**src/imudr_pkg.sv**
```systemverilog
// ----------------------------------------------------------------------------
// IMU dead-reckoning odometer package
// Shared types, constants and fixed-point helpers.
// ----------------------------------------------------------------------------
package imudr_pkg;

  // Longest recording; the sample at index MAX_SAMPLES-1 ends it.
  localparam int MAX_SAMPLES = 32768;
  localparam int LIMIT       = (MAX_SAMPLES > 65536) ? 65536 : MAX_SAMPLES;
  localparam logic [15:0] LAST_INDEX = 16'(LIMIT - 1);

  localparam logic [15:0] TIME_STEP_RESET      = 16'd3277;
  localparam logic [7:0]  SEGMENT_LENGTH_RESET = 8'd20;

  // Configuration register indexes.
  localparam logic REG_TIME_STEP      = 1'b0;
  localparam logic REG_SEGMENT_LENGTH = 1'b1;

  // Commands from the controller to the datapath.
  typedef struct packed {
    logic       load;
    logic       mul_acc;
    logic       upd_vel;
    logic       mul_vel;
    logic       upd_dist;
    logic       div_init_mod;
    logic       div_init_avg;
    logic       div_step;
    logic       sq_step;
    logic [2:0] sq_idx;
    logic       rt_init;
    logic       rt_step;
    logic       mag_sel;     // 0: velocity, 1: distance
    logic       mag_commit;
    logic       seg_commit;
    logic       idx_inc;
    logic       fire;
  } cmd_t;

  typedef struct packed {
    logic boundary;
    logic last;
  } status_t;

  // Clamp a 50-bit signed value to the signed 48-bit range.
  function automatic logic signed [47:0] sat48(input logic signed [49:0] v);
    logic signed [47:0] r;
    if ((v[49] == v[48]) && (v[48] == v[47])) r = v[47:0];
    else if (v[49]) r = {1'b1, 47'd0};
    else r = {1'b0, {47{1'b1}}};
    return r;
  endfunction

  function automatic logic [47:0] sat_add48(input logic [47:0] a, input logic [47:0] b);
    logic [48:0] s;
    s = {1'b0, a} + {1'b0, b};
    return s[48] ? {48{1'b1}} : s[47:0];
  endfunction

  // 24 fraction bits down to Q16.16, saturating.
  function automatic logic [31:0] to_q16(input logic [47:0] v);
    return (v[47:40] != 8'd0) ? {32{1'b1}} : v[39:8];
  endfunction

endpackage

```
**src/imudr_ctrl.sv**
```systemverilog
// ----------------------------------------------------------------------------
// IMU dead-reckoning odometer controller
// Sequences integration, segment check, magnitudes and the final average.
// ----------------------------------------------------------------------------
module imudr_ctrl (
  input  logic               clk,
  input  logic               rst_n,
  input  logic               start,
  output logic               busy,
  input  imudr_pkg::status_t st,
  output imudr_pkg::cmd_t    cmd
);
  import imudr_pkg::*;

  localparam logic [3:0] S_IDLE = 4'd0;
  localparam logic [3:0] S_MUL1 = 4'd1;
  localparam logic [3:0] S_VEL  = 4'd2;
  localparam logic [3:0] S_MUL2 = 4'd3;
  localparam logic [3:0] S_DIST = 4'd4;
  localparam logic [3:0] S_MOD  = 4'd5;
  localparam logic [3:0] S_CHK  = 4'd6;
  localparam logic [3:0] S_SQ   = 4'd7;
  localparam logic [3:0] S_RT   = 4'd8;
  localparam logic [3:0] S_CMT  = 4'd9;
  localparam logic [3:0] S_SEG  = 4'd10;
  localparam logic [3:0] S_DIVI = 4'd11;
  localparam logic [3:0] S_DIV  = 4'd12;
  localparam logic [3:0] S_OUT  = 4'd13;

  localparam logic [5:0] MOD_STEPS  = 6'd16;
  localparam logic [5:0] DIV_STEPS  = 6'd48;
  localparam logic [5:0] SQ_LAST    = 6'd6;
  localparam logic [5:0] SQRT_STEPS = 6'd48;

  logic [3:0] state_r, state_nxt;
  logic [5:0] cnt_r, cnt_nxt;
  logic       sel_r, sel_nxt;

  assign busy = (state_r != S_IDLE);

  always_comb begin
    state_nxt = state_r;
    cnt_nxt   = cnt_r;
    sel_nxt   = sel_r;
    cmd       = '0;
    cmd.mag_sel = sel_r;
    cmd.sq_idx  = cnt_r[2:0];
    case (state_r)
      S_IDLE: begin
        if (start) begin
          cmd.load  = 1'b1;
          state_nxt = S_MUL1;
        end
      end
      S_MUL1: begin
        cmd.mul_acc = 1'b1;
        state_nxt   = S_VEL;
      end
      S_VEL: begin
        cmd.upd_vel = 1'b1;
        state_nxt   = S_MUL2;
      end
      S_MUL2: begin
        cmd.mul_vel = 1'b1;
        state_nxt   = S_DIST;
      end
      S_DIST: begin
        cmd.upd_dist     = 1'b1;
        cmd.div_init_mod = 1'b1;
        cnt_nxt          = '0;
        state_nxt        = S_MOD;
      end
      S_MOD: begin
        cmd.div_step = 1'b1;
        cnt_nxt      = cnt_r + 6'd1;
        if (cnt_r == MOD_STEPS - 6'd1) state_nxt = S_CHK;
      end
      S_CHK: begin
        cnt_nxt = '0;
        sel_nxt = 1'b0;
        if (st.boundary) begin
          state_nxt = S_SQ;
        end else begin
          cmd.idx_inc = 1'b1;
          state_nxt   = S_IDLE;
        end
      end
      S_SQ: begin
        cmd.sq_step = 1'b1;
        if (cnt_r == SQ_LAST) begin
          cnt_nxt   = '0;
          state_nxt = S_RT;
        end else begin
          cnt_nxt = cnt_r + 6'd1;
        end
      end
      S_RT: begin
        if (cnt_r == 6'd0) cmd.rt_init = 1'b1;
        else cmd.rt_step = 1'b1;
        cnt_nxt = cnt_r + 6'd1;
        if (cnt_r == SQRT_STEPS) state_nxt = S_CMT;
      end
      S_CMT: begin
        cmd.mag_commit = 1'b1;
        cnt_nxt        = '0;
        if (sel_r) begin
          state_nxt = S_SEG;
        end else begin
          sel_nxt   = 1'b1;
          state_nxt = S_SQ;
        end
      end
      S_SEG: begin
        cmd.seg_commit = 1'b1;
        if (st.last) begin
          state_nxt = S_DIVI;
        end else begin
          cmd.idx_inc = 1'b1;
          state_nxt   = S_IDLE;
        end
      end
      S_DIVI: begin
        cmd.div_init_avg = 1'b1;
        cnt_nxt          = '0;
        state_nxt        = S_DIV;
      end
      S_DIV: begin
        cmd.div_step = 1'b1;
        cnt_nxt      = cnt_r + 6'd1;
        if (cnt_r == DIV_STEPS - 6'd1) state_nxt = S_OUT;
      end
      S_OUT: begin
        cmd.fire  = 1'b1;
        state_nxt = S_IDLE;
      end
      default: begin
        state_nxt = S_IDLE;
      end
    endcase
  end

  always_ff @(posedge clk) begin
    if (!rst_n) begin
      state_r <= S_IDLE;
      cnt_r   <= '0;
      sel_r   <= 1'b0;
    end else begin
      state_r <= state_nxt;
      cnt_r   <= cnt_nxt;
      sel_r   <= sel_nxt;
    end
  end

endmodule

```
**config.mk**
```make
export PLATFORM = sky130hd
export DESIGN_NAME = imudr_ctrl
export DESIGN_NICKNAME = d
export VERILOG_FILES = /design/src/imudr_pkg.sv /design/src/imudr_ctrl.sv
export SDC_FILE = /design/constraint.sdc
export NUM_CORES = 1
export LEC_CHECK = 0
export ABC_AREA = 1
export BUFFER_PORTS_ARGS = -buffer_cell sky130_fd_sc_hd__buf_2
export CORE_ASPECT_RATIO = 0.8
export CORE_UTILIZATION = 45
export CTS_BUF_LIST = sky130_fd_sc_hd__clkbuf_8
export CTS_CLUSTER_SIZE = 25
export DETAILED_ROUTE_END_ITERATION = 7
export PLACE_DENSITY_LB_ADDON = 0.25
export SKIP_LAST_GASP = 1
export SYNTH_ARGS = -nofsm -noshare
export SYNTH_HDL_FRONTEND = slang
export SYNTH_SLANG_ARGS = --single-unit
```
**constraint.sdc**
```tcl
create_clock -name clk -period 1.75 [get_ports clk]
set_clock_uncertainty 0.05 [all_clocks]
set_input_delay 0.175 -clock clk [delete_from_list [all_inputs] [get_ports clk]]
set_output_delay 0.175 -clock clk [all_outputs]
set_load 0.02 [all_outputs]
```
**Word-level counts from Yosys, hierarchy flattened**

Index checks and enable logic that the tools add are counted.
Widths: inputs -> output; s select.

- Register bits: 11
- Word-level logic and storage cells: 65
- Input port bits: 5

- Mux-type cells: 30
- Equality and inequality tests: 22
- $add $sub $neg: 1
- Reductions and logical operators: 9

Operator list:

| cell | count |
|---|---|
| $pmux 4 s13 | 1 |
| $mux 4 | 7 |
| $eq 4x4->1 const B | 6 |
| $pmux 6 s3 | 1 |
| $eq 4x3->1 const B | 4 |
| $mux 1 | 15 |
| $eq 6x6->1 const B | 2 |
| $ne 2x2->1 const B | 5 |
| $eq 4x2->1 const B | 2 |
| $add 6x1->6 const B | 1 |
| $eq 6x3->1 const B | 1 |
| $eq 6x4->1 const B | 1 |
| $logic_not 6->1 | 1 |
| $mux 6 | 1 |
| $reduce_and 5->1 | 1 |
| $eq 4x1->1 const B | 1 |
| $logic_not 4->1 | 1 |
| $mux 2 | 2 |
| $pmux 1 s2 | 2 |
| $reduce_bool 4->1 | 1 |
| $reduce_or 4->1 | 1 |
| $mux 3 | 1 |
| $reduce_bool 3->1 | 1 |
| $reduce_or 3->1 | 1 |
| other kinds (2) | 2 |

**Depth between registers and ports, before layout**

- Word-level depth: 3
- Gate-level depth with buffers: 11
- Mapped depth without buffers: 11

**Worst setup path before layout**

OpenSTA, ideal clock, no wires.

- Path kind: flip-flop to flip-flop
- Start: register cnt_r[1]
- End: register state_r[3]
- Stages on the path, launching flop included: 11
- Arrival time: 1315 ps
- Buffers on the path: 0
- Path slack: 272 ps
- Data required time: 1587 ps
- Library setup time: 113 ps
- Cell sequence: dfxtp_1 ha_1 nand2_1 nor2_1 nand2_1 nand2_1 nand3_1 nor2_1 nand2_1 nand2_1 nor2_1

- Longest elaborated chain between the ends: 3

Ends and longest elaborated chain:

| element | RTL line | RTL |
|---|---|---|
| start: declaration | imudr_ctrl.sv:36 | `logic [5:0] cnt_r, cnt_nxt;` |
| start signal: assignment | imudr_ctrl.sv:149 | `cnt_r <= cnt_nxt;` |
| $eq 6x6->1, or another cell as far along | imudr_ctrl.sv:130 | `if (cnt_r == DIV_STEPS - 6'd1) state_nxt = S_OUT;` |
| $ne 2x2->1 (no source line) | -- |  |
| $reduce_and 5->1 (no source line) (*) | -- |  |
| end signal: assignment | imudr_ctrl.sv:148 | `state_r <= state_nxt;` |
| end: declaration | imudr_ctrl.sv:35 | `logic [3:0] state_r, state_nxt;` |

Every way passes the cells marked *; elsewhere a longest branch is shown, timed or not.
A chain may end at the register's enable or synchronous reset.

**Worst setup path in the final report**

Same ends and word-level chain as after synthesis.

==> results.sh <==
export IMPL_outcome="finished clean"
export IMPL_drt_iter0_markers=55
export IMPL_min_period_over_period=0.924
export IMPL_postCtsHoldBufs=0
export IMPL_worst_ep_arrival_time_ns=1.70
export IMPL_io_buffers=24
export IMPL_first_global_vias=894
export IMPL_fmaxAchievable_mhz=618
export IMPL_fin_nets=208
export IMPL_core_area_um2=1930
export IMPL_yosys_area_top_type_share=0.255
export IMPL_yosysSeqAreaShare=0.233
export IMPL_die_h_um=43.0
export IMPL_hold_viol_final=0
export IMPL_vias=1116
export IMPL_power_density_nw_per_um2=1790
export IMPL_fin_setup_tns_ns=0
export IMPL_slew_headroom=0.825
export IMPL_cts_tree="done"
export IMPL_cts_buffer_depth=2
export IMPL_finalSetupViolCount=0
export IMPL_synth_area_leader_cell="nand2_1"
export IMPL_period_needed_ns=1.62
export IMPL_yosys_register_bits=11
export IMPL_placed_cells=219
export IMPL_cts_reportedPaths_clkPinSlew_ns=0.05
export IMPL_grt_pass1_wl_um=3820
export IMPL_place_congestion=0.947
export IMPL_final_common_cell="nand2_1"
export IMPL_grt_max_degree=12
export IMPL_synth_yosys_warnings=0
export IMPL_synth_cells=177
export IMPL_routed_wl_um=2340
export IMPL_dpl_hpwl_um=1950
export IMPL_irDropWorstVdd_uv=930
export IMPL_synthMuxAreaShare=0
export IMPL_cts_made_buffers=3
export IMPL_root_buffer="clkbuf_8"
export IMPL_firstDrtPassIters=4
export IMPL_power_mw=1.96
export IMPL_critical_path_max_fanout=6
export IMPL_yosys_area_share_adder=0.0398
export IMPL_wl_per_cell_um=10.5
export IMPL_clkPwrFrac=0.130
export IMPL_synth_xor_area_frac=0
export IMPL_syn_area_per_cell_um2=5.33
export IMPL_hp_class="in2reg"
export IMPL_cellLeakagePower_nw=0.673
export IMPL_area_growth_pct=16.3
export IMPL_die_x_um=53.2
export IMPL_ys_types=18
export IMPL_rsz0062_at_grt="no"
export IMPL_syn_nets=185
export IMPL_synth_area_top_cells="nand2_1 25%, dfxtp_1 23%, nor2_1 18%"
export IMPL_sw_frac_of_total=0.541
export IMPL_initial_core_util=0.490
export IMPL_grt_usage=0.229
export IMPL_diodes=0
export IMPL_p_switching_mw=1.06
export IMPL_maxCapViolCount=0
export IMPL_worst_skew_pair_late_latency_ns=0.24
export IMPL_pre_cts_slack_ns=0.0572
export IMPL_drc=0
export IMPL_synthSimpleGateAreaFrac=0.531
export IMPL_post_cts_buffers=0
export IMPL_endpoint_kind="flop"
export IMPL_antenna_found_initial=0
export IMPL_num_io_pins=25
export IMPL_htreeDepth=1
export IMPL_p_comb_frac=0.655
export IMPL_layout_common_cells="64 x nand2_1, 42 x nor2_1, 24 x buf_2, 23 x inv_1, 13 x nand3_1"
export IMPL_synth_compound_area_frac=0.0371
export IMPL_fin_ws_ns=0.133
export IMPL_pwr_share_seq=0.216
export IMPL_p_int_mw=0.900
export IMPL_cts_sinks=11
export IMPL_ant_nets=0
export IMPL_die_area_um2=2280
export IMPL_worst_slew_pin_slew_ns=0.261
export IMPL_stdcell_count=223
export IMPL_slew_viol_final=0
export IMPL_criticalPathCategory="reg2reg"
export IMPL_grt_ovfl_total=0
export IMPL_vias_per_cell=5.00
export IMPL_worstPathRequired_ns=1.83
export IMPL_rows=14
export IMPL_drive_gt1_frac=0.191
export IMPL_startpoint_type="flop"
export IMPL_synth_area_um2=943
export IMPL_synth_top_family_by_area="simple AND/OR/NAND/NOR gates"
[kinds of logic after synthesis]
| kind of cell | Yosys count |
|---|---|
| AO/OA/AOI/OAI | 5 |
| adder cells (fa/ha/maj) | 3 |
| buffers and inverters | 32 |
| flip-flops | 11 |
| AND/OR/NAND/NOR | 126 |
[per-stage QoR]
step	instance area, µm²	utilization	hold WS [ns]
floorplan	943	-	0.245
global placement	1040	0.542	0.413
detailed placement	1040	0.542	0.422
CTS	1090	0.566	0.169
global route	1100	0.569	0.171
finish	1100	0.569	0.165
[state kept, by name (all words and copies together) (netlist names)]
register / count
cnt_r: 6
sel_r: 1
state_r: 4
[per-layer routing]
layer	vias up	track usage	routed length, µm	part of all wire
li1	576	-	-	-
met1	496	0.325	1120	0.48
met2	42	0.329	1040	0.45
met3	2	0.0789	168	0.072
met4	0	0.0474	9	0.0039
met5	-	0	0	0
[power groups by stage]
stage,Clock [mW],Sequential (mW),Combinational (mW)
2_1_floorplan,0,0.398,1.04
3_3_place_gp,0,0.415,1.23
3_5_place_dp,0,0.420,1.27
4_1_cts,0.263,0.416,1.27
5_1_grt,0.281,0.436,1.45
6_report,0.254,0.423,1.28
[repair_timing]
action / CTS / global route
endpoints found under the setup margin: 0 / 10
endpoints found under the hold margin: 0 / 0
resized for setup: 0 / 4
[worst max-delay path: stages, from the launching register on]
cell and delay, ns:
dfxtp_1 0.40, ha_1 0.22, nand2_1 0.08, nor2_2 0.16, nand2_1 0.07, nand2_1 0.09
nand3_1 0.10, nor2_2 0.17, nand2_1 0.07, nand2_1 0.06, nor2_1 0.04
[worst paths after layout]
check	from	to	slack (ns)	depth (start not counted)
setup / recovery	cnt_r[1]	state_r[3]	0.13	10
hold / removal	rst_n	state_r[0]	0.17	3
setup reg to reg	cnt_r[1]	state_r[3]	0.13	10
hold reg to reg	sel_r	sel_r	0.47	2
[cell type report]
class / count / area, µm²
Multi-Input combinational cell: 134 / 578
Fill cell: 216 / 830
Inverter: 25 / 93.8
Clock inverter: 1 / 3.75
Timing Repair Buffer: 25 / 128
Clock buffer: 3 / 41.3
Sequential cell: 11 / 223
Tap cell: 24 / 30.0
[synth_stat cells, drive strengths merged]
cell type	count
a21boi	1
buf	7
dfxtp	11
ha	3
inv	25
nand2	66
nand3	13
nand4	1
nor2	45
nor3	1
o2111ai	1
o21ai	2
o32ai	1
(Power assumes the default switching activity.)
